===== src/hw/rtl/chsd_out_reg.sv =====
`timescale 1ns / 1ps
module chsd_out_reg (
    input  logic       i_clk,
    input  logic       i_rst_n,
    input  logic       i_load,
    input  logic [9:0] i_data,
    output logic       o_full,
    output logic       o_tvalid,
    input  logic       i_tready,
    output logic [9:0] o_data
);
    logic       r_full;
    logic [9:0] r_data;

    always_ff @(posedge i_clk) begin
        if (!i_rst_n) begin
            r_full <= 1'b0;
        end else if (i_load) begin
            r_full <= 1'b1;
        end else if (i_tready) begin
            r_full <= 1'b0;
        end
    end

    always_ff @(posedge i_clk) begin
        if (i_load) begin
            r_data <= i_data;
        end
    end

    assign o_full   = r_full && !i_tready;
    assign o_tvalid = r_full;
    assign o_data   = r_data;
endmodule


===== config.mk =====
export PLATFORM = sky130hd
export DESIGN_NAME = chsd_out_reg
export DESIGN_NICKNAME = d
export VERILOG_FILES = /design/src/hw/rtl/chsd_out_reg.sv
export SDC_FILE = /design/constraint.sdc
export NUM_CORES = 1
export LEC_CHECK = 0
export BUFFER_PORTS_ARGS = -buffer_cell sky130_fd_sc_hd__buf_2
export CORE_AREA = 2 2 39 41
export CTS_BUF_LIST = sky130_fd_sc_hd__clkbuf_8
export CTS_CLUSTER_DIAMETER = 100
export DETAILED_ROUTE_END_ITERATION = 12
export DIE_AREA = 0 0 41 43
export GPL_TIMING_DRIVEN = 0
export SLEW_MARGIN = 20
export SYNTH_ARGS = -nofsm -noshare
export SYNTH_HDL_FRONTEND = slang
export SYNTH_SLANG_ARGS = --single-unit

===== constraint.sdc =====
create_clock -name i_clk -period 0.95 [get_ports i_clk]
set_clock_uncertainty 0.1 [all_clocks]
set_input_delay 0.0475 -clock i_clk [delete_from_list [all_inputs] [get_ports i_clk]]
set_output_delay 0.0475 -clock i_clk [all_outputs]
set_load 0.005 [all_outputs]

==> impl_metrics.env, run 1 <==
export IMPL_status="complete, but fails checks"
export IMPL_via_count=253
export IMPL_grt_usage_pct=9.314
export IMPL_hold_path_class="in2reg"
export IMPL_rr_worst_depth=3
export IMPL_violations="negative setup slack"
export IMPL_arrival_ns=0.80
export IMPL_cp_cell_sequence="nor2b_4, buf_2"
export IMPL_clk_latency_ns=0.23
export IMPL_post_place_ws_ns=0.1736
export IMPL_cts_sinks=11
export IMPL_num_rows=14
export IMPL_syn_inst=13
export IMPL_critPathKind="reg2out"
export IMPL_syn_nets=27
export IMPL_ys_warn_count=0
export IMPL_remaining_drc_errors=0
export IMPL_clk_path_buf_depth=2
export IMPL_grt_pass1_wl_um=1000
export IMPL_htree_levels=1
export IMPL_final_cells=70
export IMPL_finalWorstSetupSlack_ns=-0.001545
export IMPL_slew_headroom_pct=84.42
export IMPL_cp_slowest_cell="dfxtp_2"
export IMPL_clock_fmax_ghz=1.051
export IMPL_maxCapViolCount=0
export IMPL_viasPerCell=3.614
export IMPL_hold_depth=1
export IMPL_drv_slew=0
export IMPL_globalplace_congestion=0.5889
export IMPL_hold_slack_ns=0.08655
export IMPL_drt_iter0_drc=1
export IMPL_setup_viol_count_final=1
export IMPL_finalHoldViolations=0
export IMPL_end_kind="output port"
export IMPL_ant_nets=0
export IMPL_drive_gt1_share_pct=59.26
export IMPL_die_width_um=41
export IMPL_synth_seq_cells=11
export IMPL_leakage_nw=0.2909
export IMPL_cts_tree="done"
export IMPL_start_util_pct=24.68
export IMPL_path_max_fanout=2
export IMPL_antenna_found_initial=0
export IMPL_grt_pass1_vias=277
export IMPL_clk_pin_slew_ns=0.05
export IMPL_dr_pass1_iters=2
export IMPL_start_kind="register"
export IMPL_regToRegSetupSlack_ns=0.04
export IMPL_placed_area_um2=486.7
export IMPL_synth_avg_cell_area_um2=26.28
export IMPL_grt_max_degree=12
export IMPL_ys_seq_area_share_pct=93.77
export IMPL_stdcell_area_um2=651.9
export IMPL_power_density_nw_per_um2=1775
export IMPL_cts_buffers=3
export IMPL_pin_count=26
export IMPL_cts_root_buf="clkbuf_8"
export IMPL_worst_pin_slew_ns=0.2337
export IMPL_cp_required_ns=0.80
export IMPL_wl_per_cell_um=9.871
export IMPL_ir_drop_mv=0.7784
export IMPL_fillers=129
export IMPL_core_area_um2=1384
export IMPL_die_h_um=43
export IMPL_slowest_delay_ns=0.32
export IMPL_final_util_pct=47.11
export IMPL_yosysUniqueCellTypes=4
export IMPL_nNetsFinal=69
export IMPL_syn_to_final_growth_pct=90.84
export IMPL_routed_wl_um=691
export IMPL_finalCritPeriodShare_pct=100.2
export IMPL_grt_overflow_total=0
export IMPL_dp_cells=54
export IMPL_rsz0062_at_grt="yes"
export IMPL_synth_area_um2=341.6
export IMPL_port_buffers=25
export IMPL_min_period_ns=0.9515
export IMPL_dieArea_um2=1763
export IMPL_diodes=0
[cell type report]
cell class              count  area, um^2  share of cell area, %
flip-flops and latches     11       321.6                  49.33
repair buffers             37       242.7                  37.24
clock buffers               3       41.29                  6.334
multi-input cells           2       21.27                  3.263
well taps                  16       20.02                  3.071
clock inverters             1       5.005                 0.7678
[synth_stat cells]
library cell | n | area [um^2]
nor2b_4 | 1 | 13.76
o21a_1 | 1 | 7.510
dfxtp_1 | 1 | 20.02
edfxtp_1 | 10 | 300.3
[final timing paths]
kind                              start               endpoint
setup / recovery  o_tvalid$_SDFFE_PN0P_                 o_full
hold / removal                   i_load    o_data[4]$_DFFE_PP_
setup reg to reg  o_tvalid$_SDFFE_PN0P_  o_tvalid$_SDFFE_PN0P_
hold reg to reg   o_tvalid$_SDFFE_PN0P_  o_tvalid$_SDFFE_PN0P_
[repair_timing]
item | 4_1_cts | 5_1_grt
resized for setup | 1 | 0
pin swaps | 0 | 0
endpoints found under the hold margin | 11 | 0
endpoints found under the setup margin | 1 | 1
buffers inserted | 1 | 0
hold buffers | 11 | 0
[metal layers]
| layer | GRT usage [%] | vias up | wire length (um) |
|---|---|---|---|
| li1 | - | 133 | - |
| met1 | 10.62 | 97 | 313 |
| met2 | 12.81 | 23 | 273 |
| met3 | 3.665 | 0 | 104 |
| met4 | 8.000 | 0 | 0 |
| met5 | 0 | - | 0 |
[flip-flops by register name, indices dropped and copies added (netlist names)]
register	cells
o_data	10
o_tvalid	1
[metrics by stage]
| step | setup TNS [ns] | total power (W) |
|---|---|---|
| floorplan | 0 | 0.0006017 |
| global placement | 0 | 0.0006703 |
| detailed placement | 0 | 0.0006727 |
| CTS | 0 | 0.001173 |
| global route | -0.04171 | 0.001213 |
| finish | -0.001545 | 0.001157 |
[cells in the final DEF, fill, tap and decap left out, drive strengths merged]
cell,instances
o21a,1
buf,26
nor2b,1
clkbuf,3
clkinv,1
edfxtp,10
dfxtp,1
dlygate4sd3,11
[cells by family (layout without fill, tap and decap cells)]
kind of cell | after synthesis | count (layout) | synth area share, %
AO/OA/AOI/OAI | 1 | 1 | 2.199
buffers and inverters | 0 | 41 | 0
AND/OR/NAND/NOR | 1 | 1 | 4.028
flip-flops | 11 | 11 | 93.77
[worst max-delay path: cells and delay by family, from the launching register on]
| family | cells | cell delay [ns] |
|---|---|---|
| buffers and inverters | 1 | 0.12 |
| DFF | 1 | 0.32 |
| and+or+nand+nor | 1 | 0.13 |
[power breakdown]
part	internal, W	total [W]	leakage [nW]	switching (W)
Clock	0.000288	0.000458	0.0255	0.000171
Sequential	0.000570	0.000579	0.106	0.00000828
Combinational	0.0000791	0.000120	0.159	0.0000411
Total	0.000937	0.00116	0.291	0.000220
Power figures use the tool's default switching activity.
==> inputs of run 2 (changes only) <==
==> config.mk (replaced) <==
export PLATFORM = sky130hd
export DESIGN_NAME = chsd_out_reg
export DESIGN_NICKNAME = d
export VERILOG_FILES = /design/src/hw/rtl/chsd_out_reg.sv
export SDC_FILE = /design/constraint.sdc
export NUM_CORES = 1
export LEC_CHECK = 0
export BUFFER_PORTS_ARGS = -buffer_cell sky130_fd_sc_hd__buf_4
export CORE_AREA = 10 10 47 49
export CTS_BUF_LIST = sky130_fd_sc_hd__clkbuf_8
export CTS_CLUSTER_DIAMETER = 100
export DETAILED_ROUTE_END_ITERATION = 12
export DIE_AREA = 0 0 57 59
export GPL_TIMING_DRIVEN = 0
export PLACE_DENSITY_LB_ADDON = 0.15
export SLEW_MARGIN = 20
export SYNTH_ARGS = -nofsm -noshare
export SYNTH_HDL_FRONTEND = slang
export SYNTH_SLANG_ARGS = --single-unit
==> impl_metrics.env, run 2 (same netlist as run 1, synthesis figures left out) <==
export IMPL_path_max_fanout=2
export IMPL_grt_max_degree=12
export IMPL_die_width_um=57
export IMPL_wl_per_cell_um=13.45
export IMPL_drive_gt1_share_pct=56.60
export IMPL_finalHoldViolations=0
export IMPL_p_clk_share_pct=37.4
export IMPL_arrival_ns=0.79
export IMPL_p_comb_share_pct=13.3
export IMPL_pin_count=26
export IMPL_status="complete, no violations"
export IMPL_remaining_drc_errors=0
export IMPL_rr_worst_depth=2
export IMPL_worstHoldStart="i_load"
export IMPL_die_h_um=59
export IMPL_min_period_ns=0.9332
export IMPL_syn_to_final_growth_pct=107.7
export IMPL_clk_pin_slew_ns=0.05
export IMPL_power_w=0.001179
export IMPL_ir_drop_mv=0.9389
export IMPL_slew_headroom_pct=90.70
export IMPL_clock_fmax_ghz=1.072
export IMPL_hold_path_class="in2reg"
export IMPL_grt_pass1_vias=316
export IMPL_clk_path_buf_depth=2
export IMPL_end_kind="output port"
export IMPL_cp_depth=2
export IMPL_dp_cells=54
export IMPL_globalplace_congestion=0.5642
export IMPL_cp_slowest_cell="dfxtp_2"
export IMPL_final_util_pct=50.63
export IMPL_worst_pin_slew_ns=0.1394
export IMPL_cp_cell_sequence="nor2b_4, buf_6"
export IMPL_grt_pass1_wl_um=1380
export IMPL_grt_overflow_total=0
export IMPL_layout_common_cells="buf_4, dlygate4sd3_1, edfxtp_1, clkbuf_8"
export IMPL_r2r_start="o_tvalid$_SDFFE_PN0P_"
export IMPL_final_common_cell="buf_4"
export IMPL_cts_buffers=3
export IMPL_cp_top_family="flip-flops"
export IMPL_hold_depth=1
export IMPL_viasPerCell=3.783
export IMPL_drv_slew=0
export IMPL_clk_latency_ns=0.23
export IMPL_power_internal_w=0.0009656
export IMPL_via_count=261
export IMPL_p_sw_w=0.0002137
export IMPL_switching_share_pct=18.12
export IMPL_p_seq_share_pct=49.3
export IMPL_antenna_found_initial=0
export IMPL_setup_viol_count_final=0
export IMPL_finalCritPeriodShare_pct=98.24
export IMPL_grt_usage_pct=5.687
export IMPL_final_cells=69
export IMPL_startpoint="o_tvalid$_SDFFE_PN0P_"
export IMPL_critPathKind="reg2out"
export IMPL_num_rows=14
export IMPL_power_density_nw_per_um2=1662
export IMPL_nNetsFinal=68
export IMPL_routed_wl_um=928
export IMPL_port_buffers=25
export IMPL_rsz0062_at_grt="yes"
export IMPL_start_kind="register"
export IMPL_slowest_delay_ns=0.32
export IMPL_postCtsSetupBuffers=0
export IMPL_cts_sinks=11
export IMPL_cts_tree="done"
export IMPL_drt_iter0_drc=2
export IMPL_cp_required_ns=0.80
export IMPL_htree_levels=1
export IMPL_leakage_nw=0.3085
export IMPL_ant_nets=0
export IMPL_critical_path_buf_inv_count=1
export IMPL_cts_root_buf="clkbuf_8"
export IMPL_core_area_um2=1401
export IMPL_dieArea_um2=3363
export IMPL_dr_pass1_iters=2
export IMPL_largest_reg_flops=10
export IMPL_diodes=0
export IMPL_start_util_pct=24.38
export IMPL_maxCapViolCount=0
[run 2: cell count changes in the layout (fill, tap and decap cells not counted)]
cell	change
inv_1	+1
clkinv_2	-1
buf_6	+1
buf_2	-25
buf_4	+23
[run 2: final cells by class]
type,count,area [um^2]
repair buffers,36,301.5
fillers,135,691.9
clock buffers,3,41.29
flip-flops and latches,11,321.6
well taps,16,20.02
multi-input cells,2,21.27
clock inverters,1,3.754
[run 2: worst paths after layout]
kind | endpoint | slack [ns]
hold reg to reg | o_tvalid$_SDFFE_PN0P_ | 0.49
hold / removal | o_data[1]$_DFFE_PP_ | 0.03
setup reg to reg | o_tvalid$_SDFFE_PN0P_ | 0.16
setup / recovery | o_full | 0.02
[run 2: worst register-to-register path, cell delays in order, from the launching register on]
cell and delay (ns):
dfxtp_2 0.31, nor2b_4 0.12, o21a_1 0.15
[run 2: per-layer routing]
metal / up-vias / GRT usage (%) / part of all wire (%)
met5: - / 0 / 0
met4: 0 / 4.027 / 0
met3: 0 / 4.506 / 12
met2: 15 / 11.16 / 59
met1: 117 / 3.071 / 29
li1: 129 / - / -
[run 2: power by group through the flow]
stage	logic [W]	clock network, W	registers (W)
floorplan	0.00000666	0	0.000595
global placement	0.000121	0	0.000588
detailed placement	0.000123	0	0.000590
CTS	0.000159	0.000457	0.000581
global route	0.000170	0.000493	0.000584
finish	0.000157	0.000441	0.000581
[run 2: through the flow]
step / hold slack [ns] / area (um^2) / TNS (ns) / setup WS [ns]
2_1_floorplan: 0.01457 / 341.6 / 0 / 0.1660
3_3_place_gp: 0.1257 / 549.3 / 0 / 0.1823
3_5_place_dp: 0.1272 / 549.3 / 0 / 0.1761
4_1_cts: 0.02403 / 705.7 / 0 / 0.001902
5_1_grt: 0.02685 / 709.4 / -0.02331 / -0.02331
6_report: 0.02721 / 709.4 / 0 / 0.01677
[run 2: what timing repair did]
| action | in CTS | in global routing |
|---|---|---|
| endpoints found under the hold margin | 11 | 0 |
| endpoints found under the setup margin | 1 | 1 |
| resized for setup | 1 | 1 |
| hold buffers | 11 | 0 |
==> inputs of run 3 (changes only) <==
--- a/config.mk
+++ b/config.mk
@@ -13,6 +13,8 @@
 export DIE_AREA = 0 0 57 59
 export GPL_TIMING_DRIVEN = 0
 export PLACE_DENSITY_LB_ADDON = 0.15
+export RECOVER_POWER = 25
+export SETUP_SLACK_MARGIN = 0.2
 export SLEW_MARGIN = 20
 export SYNTH_ARGS = -nofsm -noshare
 export SYNTH_HDL_FRONTEND = slang
==> impl_metrics.env, run 3 (same netlist as run 1, synthesis figures left out) <==
export IMPL_status="complete, but fails checks"
export IMPL_violations="negative hold slack"
export IMPL_start_kind="register"
export IMPL_port_buffers=25
export IMPL_cts_tree="done"
export IMPL_num_rows=14
export IMPL_wl_per_cell_um=13.40
export IMPL_startpoint="o_tvalid$_SDFFE_PN0P_"
export IMPL_finalHoldViolations=11
export IMPL_grt_pass1_vias=263
export IMPL_dr_pass1_iters=2
export IMPL_grt_overflow_total=0
export IMPL_drt_iter0_drc=3
export IMPL_fillers=133
export IMPL_path_max_fanout=2
export IMPL_final_cells=60
export IMPL_clk_latency_ns=0.23
export IMPL_r2r_start="o_tvalid$_SDFFE_PN0P_"
export IMPL_drive_gt1_share_pct=72.73
export IMPL_die_h_um=59
export IMPL_viasPerCell=3.950
export IMPL_dp_cells=54
export IMPL_core_area_um2=1401
export IMPL_cts_sinks=11
export IMPL_nNetsFinal=59
export IMPL_cts_root_buf="clkbuf_8"
export IMPL_ant_nets=0
export IMPL_clock_fmax_ghz=1.076
export IMPL_leakage_nw=0.2848
export IMPL_antenna_found_initial=0
export IMPL_maxCapViolCount=0
export IMPL_power_density_nw_per_um2=1780
export IMPL_pin_count=26
export IMPL_rsz0062_at_grt="yes"
export IMPL_cts_buffers=3
export IMPL_htree_levels=1
export IMPL_remaining_drc_errors=0
export IMPL_setup_viol_count_final=0
export IMPL_ff_latch_area_um2=321.6
export IMPL_grt_max_degree=12
export IMPL_via_count=237
export IMPL_largest_reg_flops=10
export IMPL_diodes=0
export IMPL_routed_wl_um=804
export IMPL_globalplace_congestion=0.5847
export IMPL_hold_path_class="in2reg"
export IMPL_hold_slack_ns=-0.1013
export IMPL_grt_usage_pct=4.770
export IMPL_setup_tns_ns=0
export IMPL_multi_input_area_um2=21.27
export IMPL_grt_pass1_wl_um=1214
export IMPL_die_width_um=57
export IMPL_critPathKind="reg2out"
export IMPL_slew_headroom_pct=90.62
export IMPL_clk_pin_slew_ns=0.05
export IMPL_clk_path_buf_depth=2
export IMPL_worstHoldStart="i_data[4]"
export IMPL_worst_pin_slew_ns=0.1408
export IMPL_ir_drop_mv=0.9680
export IMPL_layout_common_cells="buf_6, edfxtp_1, clkbuf_4, buf_4, clkbuf_8"
export IMPL_end_kind="output port"
export IMPL_dieArea_um2=3363
export IMPL_drv_slew=0
export IMPL_min_period_ns=0.9292
export IMPL_arrival_ns=0.78
export IMPL_cp_required_ns=0.80
export IMPL_start_util_pct=24.38
export IMPL_final_common_cell="buf_6"
export IMPL_syn_to_final_growth_pct=91.94
export IMPL_finalCritPeriodShare_pct=97.81
-- run 3: path summary, 6_finish.rpt --
check / slack (ns) / to / depth (start not counted)
worst max register to register: 0.05 / o_tvalid$_SDFFE_PN0P_ / 3
worst min register to register: 0.58 / o_tvalid$_SDFFE_PN0P_ / 3
worst min-delay path: -0.10 / o_data[4]$_DFFE_PP_ / 1
worst max-delay path: 0.02 / o_full / 2
-- run 3: worst max-delay path: stages (launching register included) --
cell     delay, ns
dfxtp_2       0.32
nor2b_4       0.14
buf_6         0.10
-- run 3: layer usage --
layer,wire [um],part of all wire (%),track usage [%],vias up
li1,-,-,-,111
met1,280,35,3.690,111
met2,432,54,8.837,15
met3,91,11,4.077,0
met4,0,0,1.007,0
met5,0,0,0,-
-- run 3: final cells by class --
class	instances	share of cell area, %
Clock buffer	3	6.298
Clock inverter	1	0.5725
Multi-Input combinational cell	2	3.244
Sequential cell	11	49.05
Tap cell	16	3.053
Timing Repair Buffer	27	37.79
-- run 3: stage by stage --
step                      hold WS (ns)  instance area [um^2]  total power, W  util, %  setup WS (ns)
final                          -0.1013                 655.6        0.001167    46.79        0.02078
after CTS                      -0.1108                 618.1        0.001163    44.11        0.01252
after global routing           -0.1041                 655.6        0.001221    46.79       -0.01370
after floorplan                0.01457                 341.6       0.0006017        -         0.1660
after global placement          0.1257                 549.3       0.0007090    39.20         0.1795
after detailed placement        0.1270                 549.3       0.0007124    39.20         0.1682
-- run 3: power breakdown --
group	switching [W]	internal (W)
Clock	0.000152	0.000282
Combinational	0.0000393	0.000107
Sequential	0.0000152	0.000572
-- run 3: repair_timing --
| item | 4_1_cts | 5_1_grt |
|---|---|---|
| hold endpoints to repair | 11 | 11 |
| endpoints found under the setup margin | 13 | 13 |
| gates resized for setup | 3 | 10 |
| buffers inserted | 2 | 0 |
